File: src/rtl/assert_macros.svh
// Assertion macros used by the decoder RTL.
`ifndef ASSERT_MACROS_SVH
`define ASSERT_MACROS_SVH

`ifndef ASSERT_OFF

`define ASSERT_CLK(lbl, clk, rst_n, prop) \
  lbl: assert property (@(posedge clk) disable iff (!rst_n) prop) \
    else $error("assertion failed");

`define ASSERT_INV(lbl, clk, rst_n, cond) \
  `ASSERT_CLK(lbl, clk, rst_n, (cond))

`else

`define ASSERT_CLK(lbl, clk, rst_n, prop)

`define ASSERT_INV(lbl, clk, rst_n, cond)

`endif

`endif

File: src/rtl/b64sd_pkg.sv
`timescale 1ns / 1ps

package b64sd_pkg;

  localparam int unsigned MarkerLen = 7;

  localparam logic [7:0] CharEq    = 8'h3D;
  localparam logic [7:0] CharPlus  = 8'h2B;
  localparam logic [7:0] CharSlash = 8'h2F;
  localparam logic [7:0] CharSpace = 8'h20;

  typedef struct packed {
    logic       valid;
    logic [5:0] value;
  } sextet_t;

  function automatic logic [7:0] marker_char(input logic [2:0] pos);
    logic [7:0] c;
    unique case (pos)
      3'd0:    c = 8'h62;
      3'd1:    c = 8'h61;
      3'd2:    c = 8'h73;
      3'd3:    c = 8'h65;
      3'd4:    c = 8'h36;
      3'd5:    c = 8'h34;
      3'd6:    c = 8'h2C;
      default: c = 8'h00;
    endcase
    return c;
  endfunction

  function automatic sextet_t sextet_of(input logic [7:0] c);
    sextet_t s;
    s.valid = 1'b1;
    s.value = 6'd0;
    priority if (c >= 8'h41 && c <= 8'h5A) begin
      s.value = 6'(c - 8'h41);
    end else if (c >= 8'h61 && c <= 8'h7A) begin
      s.value = 6'(c - 8'h61 + 8'd26);
    end else if (c >= 8'h30 && c <= 8'h39) begin
      s.value = 6'(c - 8'h30 + 8'd52);
    end else if (c == CharPlus) begin
      s.value = 6'd62;
    end else if (c == CharSlash) begin
      s.value = 6'd63;
    end else begin
      s.valid = 1'b0;
    end
    return s;
  endfunction

  function automatic logic is_skipped(input logic [7:0] c);
    return (c == CharEq) || (c == CharSpace) || (c >= 8'd9 && c <= 8'd13);
  endfunction

endpackage

File: src/rtl/base64_stream_decoder.sv
`timescale 1ns / 1ps
// Streaming base64 decoder, one character per input beat.
// The input channel carries in_char_i and in_last_i under in_valid_i and in_ready_o.
// Every input beat produces exactly one output beat on the output channel, with
// out_byte_o and byte_valid_o for a completed byte, restart_o when the first
// "base64," marker of the string completes, and done_res_o and invalid_o on the
// beat of the last character. Padding and whitespace produce a beat with no byte.
// The decode state is updated in the cycle a beat is accepted and the result is
// held in one output register, so out_valid_o rises in the cycle after
// acceptance. One beat can be accepted in every cycle unless the receiver stalls;
// throughput is one character per cycle, set by the single output register.
// While the receiver stalls with a result held, in_ready_o is low; it follows
// out_ready_i combinationally so a full register is refilled as it drains.
// Reset clears the accumulator, bit count, marker match and error flag and
// empties the output register. The same state returns to reset values after the
// last character of each string, so the next beat starts a new string.

`include "assert_macros.svh"

module base64_stream_decoder (
  input  logic       clk_i,
  input  logic       rst_ni,
  input  logic       in_valid_i,
  output logic       in_ready_o,
  input  logic [7:0] in_char_i,
  input  logic       in_last_i,
  output logic       out_valid_o,
  input  logic       out_ready_i,
  output logic [7:0] out_byte_o,
  output logic       byte_valid_o,
  output logic       restart_o,
  output logic       done_res_o,
  output logic       invalid_o
);

  logic [11:0] acc_q, acc_d;
  logic [2:0]  cnt_q, cnt_d;
  logic [2:0]  prog_q, prog_d;
  logic        seen_q, seen_d;
  logic        err_q, err_d;

  logic        out_valid_q;
  logic [7:0]  byte_q, byte_d;
  logic        bvalid_q, bvalid_d;
  logic        restart_q, restart_d;
  logic        done_q;
  logic        invalid_q, invalid_d;

  logic               in_fire;
  b64sd_pkg::sextet_t sx;
  logic [11:0]        acc_shift;
  logic [3:0]         cnt_sum;
  logic [3:0]         cnt_left;

  assign in_ready_o = !out_valid_q || out_ready_i;
  assign in_fire    = in_valid_i && in_ready_o;

  assign sx        = b64sd_pkg::sextet_of(in_char_i);
  assign acc_shift = {acc_q[5:0], sx.value};
  assign cnt_sum   = {1'b0, cnt_q} + 4'd6;
  assign cnt_left  = cnt_sum - 4'd8;

  always_comb begin
    acc_d     = acc_q;
    cnt_d     = cnt_q;
    prog_d    = prog_q;
    seen_d    = seen_q;
    err_d     = err_q;
    byte_d    = 8'd0;
    bvalid_d  = 1'b0;
    restart_d = 1'b0;

    if (!seen_q) begin
      if (in_char_i == b64sd_pkg::marker_char(prog_q)) begin
        if (prog_q == 3'(b64sd_pkg::MarkerLen - 1)) begin
          restart_d = 1'b1;
          seen_d    = 1'b1;
          prog_d    = 3'd0;
        end else begin
          prog_d = prog_q + 3'd1;
        end
      end else begin
        prog_d = (in_char_i == b64sd_pkg::marker_char(3'd0)) ? 3'd1 : 3'd0;
      end
    end

    if (restart_d) begin
      acc_d = 12'd0;
      cnt_d = 3'd0;
      err_d = 1'b0;
    end else if (!b64sd_pkg::is_skipped(in_char_i)) begin
      if (!sx.valid) begin
        err_d = 1'b1;
      end else if (!err_q) begin
        acc_d = acc_shift;
        if (cnt_sum >= 4'd8) begin
          cnt_d    = cnt_left[2:0];
          bvalid_d = 1'b1;
          unique case (cnt_left[2:1])
            2'd0:    byte_d = acc_shift[7:0];
            2'd1:    byte_d = acc_shift[9:2];
            default: byte_d = acc_shift[11:4];
          endcase
        end else begin
          cnt_d = cnt_sum[2:0];
        end
      end
    end

    invalid_d = in_last_i && err_d;

    if (in_last_i) begin
      acc_d  = 12'd0;
      cnt_d  = 3'd0;
      prog_d = 3'd0;
      seen_d = 1'b0;
      err_d  = 1'b0;
    end
  end

  always_ff @(posedge clk_i or negedge rst_ni) begin
    if (!rst_ni) begin
      acc_q       <= 12'd0;
      cnt_q       <= 3'd0;
      prog_q      <= 3'd0;
      seen_q      <= 1'b0;
      err_q       <= 1'b0;
      out_valid_q <= 1'b0;
    end else begin
      if (in_fire) begin
        acc_q  <= acc_d;
        cnt_q  <= cnt_d;
        prog_q <= prog_d;
        seen_q <= seen_d;
        err_q  <= err_d;
      end
      if (in_ready_o) begin
        out_valid_q <= in_valid_i;
      end
    end
  end

  always_ff @(posedge clk_i) begin
    if (in_fire) begin
      byte_q    <= byte_d;
      bvalid_q  <= bvalid_d;
      restart_q <= restart_d;
      done_q    <= in_last_i;
      invalid_q <= invalid_d;
    end
  end

  assign out_valid_o  = out_valid_q;
  assign out_byte_o   = byte_q;
  assign byte_valid_o = bvalid_q;
  assign restart_o    = restart_q;
  assign done_res_o   = done_q;
  assign invalid_o    = invalid_q;

  `ASSERT_CLK(a_fire_gives_result, clk_i, rst_ni, in_fire |=> out_valid_q)
  `ASSERT_CLK(a_last_clears_state, clk_i, rst_ni,
              in_fire && in_last_i |=> !seen_q && !err_q && cnt_q == 3'd0)
  `ASSERT_INV(a_count_even, clk_i, rst_ni, cnt_q[0] == 1'b0)
  `ASSERT_INV(a_restart_no_byte, clk_i, rst_ni,
              !(out_valid_q && restart_q && bvalid_q))
  `ASSERT_INV(a_progress_range, clk_i, rst_ni, prog_q != 3'd7)

endmodule

File: config.mk
export PLATFORM = sky130hd
export DESIGN_NAME = base64_stream_decoder
export DESIGN_NICKNAME = d
export VERILOG_FILES = /design/src/rtl/b64sd_pkg.sv /design/src/rtl/base64_stream_decoder.sv
export VERILOG_INCLUDE_DIRS = /design/src /design/src/rtl
export SDC_FILE = /design/constraint.sdc
export NUM_CORES = 1
export LEC_CHECK = 0
export ABC_AREA = 1
export ABC_CLOCK_PERIOD_IN_PS = 3000
export BUFFER_PORTS_ARGS = -buffer_cell sky130_fd_sc_hd__buf_2
export CAP_MARGIN = 20
export CORE_ASPECT_RATIO = 1.25
export CORE_MARGIN = 5
export CORE_UTILIZATION = 60
export DETAILED_ROUTE_END_ITERATION = 8
export GPL_TIMING_DRIVEN = 0
export PLACE_DENSITY = 0.9
export SYNTH_ARGS = -nofsm -noshare
export SYNTH_HDL_FRONTEND = slang
export SYNTH_SLANG_ARGS = --single-unit
File: constraint.sdc
create_clock -name clk_i -period 3 [get_ports clk_i]
set_input_delay 0.3 -clock clk_i [delete_from_list [all_inputs] [get_ports clk_i]]
set_output_delay 0.3 -clock clk_i [all_outputs]
set_load 0.02 [all_outputs]
=== Word level (Yosys, flattened, before mapping) ===
Cells that the tools add are included.

* Register bits after elaboration: 27
* Input port bits: 13
* Output and inout port bits: 14
* Logic and storage cells: 102

* Add/sub/neg operators: 8
* Order comparisons: 9
* Equal/unequal tests: 16
* Multiplexer cells: 39
* Bitwise logic cells: 2
* Reductions and logical operators: 17

{| class="wikitable"
|+ Operator list
! cell !! number
|-
| two-way mux 6 bit || 10
|-
| one-hot mux 7 bit (7 select lines) || 1
|-
| == test 8 x 6 -> 1 bit, second input constant || 4
|-
| two-way mux 3 bit || 10
|-
| greater-or-equal comparator 8 x 7 -> 1 bit, second input constant || 2
|-
| <= comparator 8 x 7 -> 1 bit, second input constant || 2
|-
| two-way mux 1 bit || 16
|-
| one-hot mux 8 bit (2 select lines) || 1
|-
| subtractor 6 bit, second input constant || 2
|-
| == test 3 bit, second input constant || 3
|-
| == test 8 x 7 -> 1 bit, second input constant || 1
|-
| == test 8 bit || 1
|-
| greater-or-equal comparator 8 x 4 -> 1 bit, second input constant || 1
|-
| greater-or-equal comparator 8 x 6 -> 1 bit, second input constant || 1
|-
| <= comparator 8 x 4 -> 1 bit, second input constant || 1
|-
| <= comparator 8 x 6 -> 1 bit, second input constant || 1
|-
| two-way mux 8 bit || 1
|-
| adder 6 x 5 -> 6 bit, second input constant || 1
|-
| adder 6 bit, second input constant || 1
|-
| == test 3 x 2 -> 1 bit, second input constant || 2
|-
| logical AND 1 bit || 6
|-
| subtractor 6 x 1 -> 6 bit, second input constant || 1
|-
| OR reduction 5 bit || 1
|-
| adder 3 x 3 -> 4 bit, second input constant || 1
|-
| other kinds (17) || 20
|}

=== Depth between registers and ports, before layout ===
Gate-level depths: netlist of the first run.

* Word-level depth: 11
* Depth in mapped cells: 16
* Depth with buffers taken out: 15

=== Worst setup path after synthesis of the first run ===
Ideal clock, no wire load.

* Kind: in2reg
* Start: input in_char_i[2]
* End: register byte_q[0] (netlist: out_byte_o[0]) (data pin)
* Setup time: 0.258 ns
* Arrival time: 1.680 ns
* Data required time: 2.742 ns
* Slack: 1.063 ns
* Stages on the path: 11
* Path buffers: 1
* Path through: buf_2 > inv_1 > ha_1 > inv_1 > o21ai_1 > a21oi_2 > nor2_1 > nand3_1 > nand3_2 > nand3b_4 > a21oi_1

* Cells in the longest elaborated chain, start to end: 8
* Elaborated cells between the ends (all ways): 39
* Classes of those cells: add/sub: 5; order compare: 8; eq/ne: 5; mux: 13; bitwise: 1; reduce/logical: 7

{| class="wikitable"
|+ Ends and longest elaborated chain
! item !! line !! text
|-
| start: declaration || base64_stream_decoder.sv:25 || <nowiki>input logic [7:0] in_char_i,</nowiki>
|-
| branches (longest 8 deep; another with subtractor 6 bit) || - ||
|-
| end signal: assignment || base64_stream_decoder.sv:145 || <nowiki>byte_q <= byte_d;</nowiki>
|-
| end: declaration || base64_stream_decoder.sv:43 || <nowiki>logic [7:0] byte_q, byte_d;</nowiki>
|}

Several ways; the timed one is not identified.
A chain may end at the register's enable or synchronous reset.

=== Worst setup path in the final report of the first run ===
* Start: input in_char_i[2]
* End: register byte_q[3] (netlist: out_byte_o[3]) (data pin)

The elaborated chain is that of the path after synthesis.

==> impl_metrics.py, run 1 <==
metrics = {
    "clock_tree": {
        "cts_buffer_depth": 2,
        "clkLatencyLatePin_ns": 0.27,
        "root_buffer": "clkbuf_8",
        "clkTransAtPathRegs_ns": 0.09,
        "htreeDepth": 1,
        "post_cts_buffers": 0,
        "cts_made_buffers": 3,
        "clock-sinks": 26,
        "cts_tree": "built",
        "cts-resized-gates": 0,
    },
    "yosys": {
        "synth_seq_area_share": 0.313,
        "yosys_warnings": 0,
        "synthFlopType": "dfrtp_1",
        "syn_inst": 340,
        "ys_types": 34,
        "yosys_register_bits": 26,
        "avgSynthCellArea_sq_um": 6.68,
        "async_flop_share": 0.538,
        "syn-cell-area_sq_um": 2270,
        "synth_edf_count": 12,
        "synth_nets": 367,
    },
    "grt": {
        "antenna_found_initial": 0,
        "grtUsageTotal": 0.223,
        "grt_overflow": 0,
        "grt_pass1_vias": 2166,
        "grt_max_degree": 22,
        "grt_pass1_wl_um": 9250,
    },
    "sta": {
        "hold_viol": 0,
        "period_share": 0.778,
        "fin_worst_skew_ns": 0.00449,
        "max_clock_freq_mhz": 429,
        "setup_viol": 0,
        "post-route-min-period_ns": 2.33,
        "worst_slew_margin_rel": 0.310,
        "fin_setup_tns_ns": 0,
        "hold_slack_ns": 0.269,
        "tightest_slew_ns": 1.03,
        "rsz0062_at_grt": "no",
        "slew_violations": 0,
    },
    "worst_setup_path": {
        "crit_fanout": 7,
        "crit_type": "in -> reg",
        "cp_data_arrival_time_ns": 2.36,
        "ff2ff_path_depth": 16,
        "reg2reg_to": "acc_q[2]$_DFFE_PN0P_",
        "r2r_start": "prog_q[1]$_DFFE_PN0P_",
        "crit_path_end_kind": "flop",
        "crit_required_ns": 3.03,
        "r2r_slack_ns": 0.79,
        "critPathLaunchType": "primary input",
    },
    "die": {
        "pin_count": 27,
        "start_util": 0.610,
        "placementRows": 25,
        "dieArea_sq_um": 5120,
        "core_area_sq_um": 3720,
        "die_x_um": 65.0,
        "chipHeight_um": 78.8,
    },
    "drt": {
        "drt-total-wl_um": 5530,
        "vias": 2321,
        "drt-pass1-iter-count": 5,
        "dr.first_iter.drc_count": 218,
        "ant_nets": 0,
        "drc": 0,
        "via_per_inst": 5.67,
        "wire_per_inst_um": 13.5,
    },
    "place": {
        "hpwl_um": 4170,
        "gp_congestion": 0.914,
        "port_buffers": 24,
    },
    "hold_path": {
        "hold_path_end": "done_res_o$_DFFE_PP_",
        "min_from": "in_last_i",
        "min_path_cells": 1,
        "hp-class": "in -> reg",
    },
    "final_layout": {
        "multi_input_area_sq_um": 1330,
        "diodes": 0,
        "nets": 397,
        "fillCellCount": 317,
        "drive_gt1_frac": 0.146,
        "areaGrowthSynthToFinish_pct": 10.4,
        "seqCellArea_sq_um": 711,
    },
    "run": {
        "maxCapViolCount": 0,
    },
    "status": {
        "outcome": "completed",
    },
    "power": {
        "powerDensity_nw_per_um2": 386,
        "leakage_nw": 1.33,
        "ir_worst_vdd_mv": 0.253,
    },
}
Yosys cell counts, types with 2 or more instances:
cell      instances  area [sq um]
edfxtp_1         12           360
o22ai_1           2          12.5
nand4_1           2          12.5
clkinv_1          2          7.51
nor3_1            2          10.0
ha_1             14           175
xor2_1            7          61.3
nor2_2            2          12.5
dfrtp_1          14           350
buf_4             3          22.5
nand2_1         121           454
clkbuf_1          3          11.3
inv_1            40           150
inv_2             8          30.0
nand3_2           2          20.0
a221o_1           2          20.0
nand3_1          36           180
nor2_1           31           116
a21oi_1          11          55.1
nand2_2           2          12.5
buf_2             2          10.0
o21ai_0           8          40.0
o21ai_1           3          15.0
sequential cells by signal (all words and copies together) (netlist names):
signal,flops
out_byte_o,8
acc_q,6
prog_q,3
cnt_q,2
byte_valid_o,1
done_res_o,1
err_q,1
invalid_o,1
out_valid_o,1
restart_o,1
seen_q,1
worst max-delay path: stages:
cell and delay, ns:
buf_2 0.12, buf_2 0.22, inv_1 0.18, ha_1 0.30
a21boi_1 0.28, nand3_1 0.19, inv_1 0.09, nor2_1 0.09
nand2_1 0.07, nand3_1 0.19, nand2_1 0.14, nand2_1 0.06
nand2_1 0.05, a21oi_1 0.06
how the worst max path moves through the flow:
| stage | slack (ns) | endpoint | startpoint | cells after the start |
|---|---|---|---|---|
| 2_1_floorplan | 1.06 | out_byte_o[0]$_SDFFCE_PP0P_ | in_char_i[2] | 11 |
| 3_3_place_gp | 0.52 | out_byte_o[5]$_SDFFCE_PP0P_ | in_char_i[2] | 14 |
| 3_5_place_dp | 0.46 | out_byte_o[5]$_SDFFCE_PP0P_ | in_char_i[2] | 14 |
| 4_1_cts | 0.75 | out_byte_o[3]$_SDFFCE_PP0P_ | in_char_i[2] | 14 |
| 5_1_grt | 0.53 | out_byte_o[3]$_SDFFCE_PP0P_ | in_char_i[2] | 14 |
| 6_report | 0.67 | out_byte_o[3]$_SDFFCE_PP0P_ | in_char_i[2] | 14 |
through the flow:
stage | setup slack [ns] | area, sq um | cells | power [mW] | utilization
finish | 0.667 | 2500 | 409 | 0.968 | 0.673
global route | 0.529 | 2500 | 409 | 1.02 | 0.673
floorplan | 1.06 | 2270 | 340 | 0.651 | -
CTS | 0.746 | 2500 | 409 | 0.960 | 0.673
global placement | 0.521 | 2440 | 404 | 0.725 | 0.655
detailed placement | 0.460 | 2440 | 404 | 0.737 | 0.655
where the power goes:
part           switching [mW]  total, mW  internal (mW)
clock network           0.110      0.227          0.117
logic                   0.225      0.322         0.0970
registers              0.0164      0.419          0.403
cell type report:
| cell class | instances | share of cell area |
|---|---|---|
| multi-input combinational | 256 | 0.530 |
| sequential | 26 | 0.284 |
| inverter | 50 | 0.0749 |
| timing repair buffer | 25 | 0.0519 |
| clock buffer | 4 | 0.0220 |
| tap | 40 | 0.0200 |
| buffer | 8 | 0.0175 |
cells in the final DEF (no fill, tap or decap), types with 3 or more instances in the layout:
cell,n
clkbuf_8,4
buf_2,26
clkbuf_1,3
a21oi_1,11
nor2_1,31
dfrtp_1,14
edfxtp_1,12
xor2_1,7
o21ai_1,3
inv_2,8
inv_1,40
nand3_1,36
ha_1,14
buf_4,3
nand2_1,121
o21ai_0,8
routing by layer:
| layer | global-route usage | share of wire | routed length [um] | vias up |
|---|---|---|---|---|
| li1 | - | - | - | 1133 |
| met1 | 0.255 | 0.39 | 2130 | 1053 |
| met2 | 0.425 | 0.52 | 2900 | 119 |
| met3 | 0.0226 | 0.071 | 393 | 16 |
| met4 | 0.0768 | 0.019 | 106 | 0 |
| met5 | 0 | 0 | 0 | - |
timing repair:
item	CTS	global route
hold endpoints to repair	14	0
setup endpoints to repair	0	0
hold buffers	1	0
cells by family (layout without fill, tap and decap cells):
family | after synthesis | in the layout | share of synthesized area
and+or+nand+nor | 204 | 204 | 0.401
AOI/OAI and AO/OA | 31 | 31 | 0.0799
adders and majority gates | 14 | 14 | 0.0772
xor gates and xnor gates | 7 | 7 | 0.0270
buffers and inverters | 58 | 87 | 0.102
DFF | 26 | 26 | 0.313
No activity file was read; power rests on OpenSTA's default activity.
==> run 2: changes to the inputs <==
Settings changed: ABC_CLOCK_PERIOD_IN_PS 3000 to 2300, CORE_UTILIZATION 60 to 59, PLACE_DENSITY 0.9 to 0.89.
Clock period 3 ns to 2.3 ns, I/O delays scaled along.
==> run 2 against run 1 <==
Register-to-register slack got worse by 0.62 ns. Highest routed layer unchanged. First-iteration DRC count fell by 20%. Flip-flop and latch count is the same. Sequential share of layout area down 1.1 points. Sequential power is 31% higher. Largest power group unchanged. Non-clock buffer count up 7. Global-route usage decreased by 0.086 points.
==> impl_metrics.py, run 2 (synthesis gave the netlist of run 1 again) <==
metrics = {
    "grt": {
        "gr-usage-met3": 0.0325,
        "grt_use_met2": 0.385,
        "grt_max_degree": 22,
        "grt_pass1_vias": 2114,
        "busiest_layer": "met2",
        "grt_pass1_wl_um": 9250,
        "grt_overflow": 0,
        "use_met1": 0.272,
        "antenna_found_initial": 0,
        "grtUsageTotal": 0.222,
    },
    "die": {
        "chipHeight_um": 79.3,
        "core_area_sq_um": 3750,
        "placementRows": 25,
        "pin_count": 27,
        "die_x_um": 65.5,
        "start_util": 0.605,
        "dieArea_sq_um": 5200,
    },
    "final_layout": {
        "drive_gt1_frac": 0.186,
        "diodes": 0,
        "final_cell_mix": "119 x nand2_1, 39 x inv_1, 35 x nand3_1",
        "nets": 404,
        "seqCellArea_sq_um": 714,
        "fillCellCount": 302,
        "fin_area_sq_um": 2620,
        "largest_reg_flops": 8,
        "areaGrowthSynthToFinish_pct": 15.2,
        "final_common_cell": "nand2_1",
        "multi_input_area_sq_um": 1360,
    },
    "power": {
        "net-switching-power_mw": 0.469,
        "leakage_nw": 1.36,
        "p_clk_frac": 0.277,
        "p_total_mw": 1.36,
        "ir_worst_vdd_mv": 0.401,
        "power.share.sequential": 0.401,
        "combPwrFrac": 0.321,
        "p_sw_frac": 0.344,
        "powerDensity_nw_per_um2": 521,
        "p_int_mw": 0.894,
    },
    "clock_tree": {
        "clkLatencyLatePin_ns": 0.27,
        "clock-sinks": 26,
        "htreeDepth": 1,
        "clkTransAtPathRegs_ns": 0.09,
        "root_buffer": "clkbuf_8",
        "cts_tree": "built",
        "cts_made_buffers": 3,
        "cts_buffer_depth": 2,
    },
    "worst_setup_path": {
        "crit_slowest_cell": "ha_1",
        "ff2ff_path_depth": 15,
        "critPathMostFrequentCell": "nand3_1",
        "r2r_start": "prog_q[1]$_DFFE_PN0P_",
        "r2r_slack_ns": 0.17,
        "slowest_delay_ns": 0.30,
        "crit_start": "in_char_i[2]",
        "critPathLaunchType": "primary input",
        "crit_path_end_kind": "flop",
        "crit_fanout": 8,
        "crit_required_ns": 2.46,
        "crit_type": "in -> reg",
        "endpoint": "acc_q[5]$_DFFE_PN0P_",
        "cp_data_arrival_time_ns": 2.31,
        "crit_path_cell_trace": "buf_2, buf_2, clkinvlp_4, ha_1, a21boi_2, nand3_1, nand3_1, nand3_1, nand3_2, nand3_4, buf_6, nand3_1, nand2_1",
        "reg2reg_to": "acc_q[5]$_DFFE_PN0P_",
    },
    "drt": {
        "drc": 0,
        "drt-total-wl_um": 5590,
        "drt-pass1-iter-count": 5,
        "dr.first_iter.drc_count": 174,
        "vias": 2294,
        "wire_per_inst_um": 13.4,
        "via_per_inst": 5.51,
        "ant_nets": 0,
    },
    "place": {
        "port_buffers": 24,
        "dpl_cell_area_sq_um": 2440,
        "hpwl_um": 4160,
        "gp_congestion": 0.985,
    },
    "sta": {
        "worst_slew_margin_rel": 0.322,
        "post-route-min-period_ns": 2.15,
        "slew_violations": 0,
        "hold_viol": 0,
        "max_clock_freq_mhz": 464,
        "tightest_slew_ns": 1.02,
        "fin_worst_skew_ns": 0.000967,
        "period_share": 0.936,
        "setup_viol": 0,
        "hold_slack_ns": 0.199,
    },
    "status": {
        "outcome": "completed",
    },
    "run": {
        "maxCapViolCount": 0,
    },
    "hold_path": {
        "hp-class": "in -> reg",
    },
}
run 2: cell types whose count changed in the layout (fill, tap and decap cells not counted), sizes merged:
| cell | delta |
|---|---|
| inv | -1 |
| bufinv | +1 |
| clkinvlp | +1 |
| clkbuf | -1 |
| buf | +7 |
run 2: metal layers:
layer / routed length [um] / part of all wire
met1: 2230 / 0.40
met2: 2860 / 0.51
met4: 159 / 0.028
met5: 0 / 0
met3: 340 / 0.061
run 2: worst min path at each step:
stage / end / depth (start not counted) / slack (ns) / start
3_5_place_dp: acc_q[3]$_DFFE_PN0P_ / 1 / 0.14 / rst_ni
2_1_floorplan: acc_q[0]$_DFFE_PN0P_ / 0 / -0.07 / rst_ni
3_3_place_gp: acc_q[5]$_DFFE_PN0P_ / 1 / 0.14 / rst_ni
4_1_cts: done_res_o$_DFFE_PP_ / 1 / 0.19 / in_last_i
6_report: done_res_o$_DFFE_PP_ / 1 / 0.20 / in_last_i
5_1_grt: done_res_o$_DFFE_PP_ / 1 / 0.19 / in_last_i
run 2: metrics by stage:
| step | cells | TNS [ns] | setup WS, ns | util |
|---|---|---|---|---|
| 6_report | 416 | 0 | 0.147 | 0.697 |
| 5_1_grt | 416 | -0.0647 | -0.0430 | 0.697 |
| 4_1_cts | 409 | 0 | 0.106 | 0.672 |
| 3_5_place_dp | 404 | -1.25 | -0.120 | 0.650 |
| 3_3_place_gp | 404 | -0.604 | -0.104 | 0.650 |
| 2_1_floorplan | 340 | 0 | 0.382 | - |
run 2: critical path: cells and delay by family:
family | cells | cell delay [ns]
fa+ha+maj | 1 | 0.30
compound gates | 1 | 0.22
simple gates | 7 | 0.85
buf+inv | 4 | 0.69
run 2: layout make-up:
type                    count  share of cell area
repair buffers             33              0.0742
well taps                  40              0.0191
clock inverters             1              0.0115
plain buffers               7              0.0139
flip-flops and latches     26               0.273
clock buffers               3              0.0158
inverters                  50              0.0732
multi-input cells         256               0.519
run 2: power by group through the flow:
stage | logic [mW] | registers (mW) | clock network (mW)
CTS | 0.419 | 0.546 | 0.380
global route | 0.489 | 0.551 | 0.405
detailed placement | 0.413 | 0.556 | 0
floorplan | 0.278 | 0.572 | 0
finish | 0.438 | 0.547 | 0.378
global placement | 0.394 | 0.554 | 0
run 2: timing repair:
action | in CTS | in global routing
hold buffers | 1 | 0
endpoints found under the hold margin | 14 | 0
resized for setup | 0 | 12
setup buffers | 0 | 8
setup endpoints to repair | 0 | 14
==> run 3: changes to the inputs <==
Settings changed: ABC_CLOCK_PERIOD_IN_PS 2300 to 1700, CORE_UTILIZATION 59 to 53, PLACE_DENSITY 0.89 to 0.85.
Clock period 2.3 ns to 1.7 ns, I/O delays scaled along.
==> run 3 against run 2 <==
The run now ends with negative setup slack left. Die area grew 9.7%. Clock power grew 36%. Sequential share of layout area shrank 0.72 points. Critical endpoint is now out_byte_o[3]$_SDFFCE_PP0P_. Largest power group unchanged.
==> impl_metrics.py, run 3 (synthesis gave the netlist of run 1 again) <==
metrics = {
    "sta": {
        "tightest_slew_ns": 0.481,
        "slew_violations": 0,
        "period_share": 1.20,
        "hold_slack_ns": 0.140,
        "worst_slew_margin_rel": 0.679,
        "worst_slack_ns": -0.333,
        "max_clock_freq_mhz": 492,
        "rsz0062_at_grt": "yes",
        "post-route-min-period_ns": 2.03,
        "hold_viol": 0,
        "setup_viol": 24,
        "fin_worst_skew_ns": 0.00554,
    },
    "clock_tree": {
        "cts_tree": "built",
        "htreeDepth": 1,
        "cts_buffer_depth": 2,
        "clock-sinks": 26,
        "cts_made_buffers": 3,
        "clkLatencyLatePin_ns": 0.27,
        "clkTransAtPathRegs_ns": 0.09,
        "root_buffer": "clkbuf_8",
    },
    "power": {
        "powerDensity_nw_per_um2": 685,
        "ir_worst_vdd_mv": 0.516,
        "p_int_mw": 1.21,
        "p_clk_frac": 0.279,
        "combPwrFrac": 0.317,
        "power.share.sequential": 0.403,
        "net-switching-power_mw": 0.627,
        "p_sw_frac": 0.342,
        "leakage_nw": 1.37,
        "p_total_mw": 1.84,
    },
    "die": {
        "placementRows": 26,
        "dieArea_sq_um": 5700,
        "die_x_um": 68.5,
        "core_area_sq_um": 4130,
        "chipHeight_um": 83.2,
        "pin_count": 27,
        "start_util": 0.549,
    },
    "final_layout": {
        "seqCellArea_sq_um": 713,
        "drive_gt1_frac": 0.210,
        "utilization": 0.649,
        "nets": 404,
        "multi_input_area_sq_um": 1410,
        "areaGrowthSynthToFinish_pct": 18.1,
        "diodes": 0,
        "final_cell_mix": "115 x nand2_1, 38 x inv_1, 35 x nand3_1",
        "largest_reg_flops": 8,
        "fin_cells": 432,
        "final_common_cell": "nand2_1",
        "fillCellCount": 360,
        "fin_area_sq_um": 2680,
    },
    "place": {
        "dpl_cell_area_sq_um": 2470,
        "gp_congestion": 0.945,
        "dp_cells": 420,
        "port_buffers": 24,
        "hpwl_um": 3990,
    },
    "drt": {
        "drt-pass1-iter-count": 5,
        "via_per_inst": 5.31,
        "vias": 2296,
        "drt-total-wl_um": 5680,
        "ant_nets": 0,
        "dr.first_iter.drc_count": 119,
        "drc": 0,
        "wire_per_inst_um": 13.1,
    },
    "grt": {
        "antenna_found_initial": 0,
        "grt_pass1_wl_um": 8920,
        "grt_overflow": 0,
        "grt_pass1_vias": 2083,
        "grt_max_degree": 22,
        "grtUsageTotal": 0.197,
    },
    "worst_setup_path": {
        "cp_data_arrival_time_ns": 2.07,
        "crit_required_ns": 1.73,
        "crit_slowest_cell": "dfrtp_2",
        "critPathLaunchType": "flop",
        "crit_path_cell_trace": "nand2_2, inv_2, ha_4, inv_4, nand3_4, nand2_1, nand2_1, nor2_1, nand2_1, nor2_4, nand4_4, nand3b_4, a21oi_1",
        "crit_fanout": 9,
        "ff2ff_path_depth": 13,
        "crit_type": "reg -> reg",
        "critPathMostFrequentCell": "nand2_1",
        "slowest_delay_ns": 0.47,
        "crit_path_end_kind": "flop",
    },
    "status": {
        "outcome": "finished with violations",
        "violations": "negative setup slack",
    },
    "hold_path": {
        "hp-class": "in -> reg",
        "min_path_cells": 1,
    },
    "run": {
        "maxCapViolCount": 0,
    },
}
-- run 3: cell count changes in the layout (fill, tap and decap cells not counted), sizes merged --
cell	previous run	this run
buf	36	34
clkbuf	6	7
nand3	39	40
-- run 3: worst paths after layout --
path,startpoint,end,slack [ns]
max,prog_q[0]$_DFFE_PN0P_,out_byte_o[3]$_SDFFCE_PP0P_,-0.33
min,in_last_i,done_res_o$_DFFE_PP_,0.14
max reg2reg,prog_q[0]$_DFFE_PN0P_,out_byte_o[3]$_SDFFCE_PP0P_,-0.33
min reg2reg,acc_q[5]$_DFFE_PN0P_,acc_q[5]$_DFFE_PN0P_,0.49
max in group asynchronous,rst_ni,prog_q[0]$_DFFE_PN0P_,1.10
min in group asynchronous,rst_ni,acc_q[5]$_DFFE_PN0P_,0.32
-- run 3: routing by layer --
layer | up-vias | GRT usage | wire length (um)
met2 | 89 | 0.339 | 2940
met3 | 20 | 0.0419 | 337
li1 | 1152 | - | -
met4 | 0 | 0.0524 | 149
met1 | 1035 | 0.238 | 2250
met5 | - | 0 | 0
-- run 3: metrics by stage --
step / setup TNS, ns / setup slack (ns)
finish: -6.88 / -0.333
global route: -10.29 / -0.481
CTS: -6.42 / -0.320
detailed placement: -10.44 / -0.602
global placement: -10.60 / -0.612
floorplan: -3.23 / -0.186
-- run 3: repair_timing --
item                                    CTS  global route
hold buffers                              1             0
buffers inserted                          5             2
hold endpoints to repair                 14             0
gates cloned                              1             0
endpoints found under the setup margin   24            24
gates resized for setup                   9            14
pin swaps                                13            10
-- run 3: layout make-up --
cell class,instances,area share
Inverter,50,0.0723
Tap cell,56,0.0261
Clock inverter,1,0.0112
Timing Repair Buffer,32,0.0681
Multi-Input combinational cell,257,0.525
Buffer,7,0.0154
Clock buffer,3,0.0154
Sequential cell,26,0.266
-- run 3: worst max-delay path: cells and delay by family, from the launching register on --
| family | cells | cell delay [ns] |
|---|---|---|
| simple gates | 9 | 0.98 |
| buf+inv | 2 | 0.11 |
| fa+ha+maj | 1 | 0.16 |
| compound gates | 1 | 0.06 |
| flops | 1 | 0.47 |
-- run 3: power groups by stage --
stage / clock [mW] / combinational [mW] / sequential [mW]
2_1_floorplan: 0 / 0.377 / 0.774
3_3_place_gp: 0 / 0.532 / 0.749
3_5_place_dp: 0 / 0.546 / 0.751
4_1_cts: 0.518 / 0.560 / 0.738
5_1_grt: 0.539 / 0.646 / 0.745
6_report: 0.513 / 0.583 / 0.741
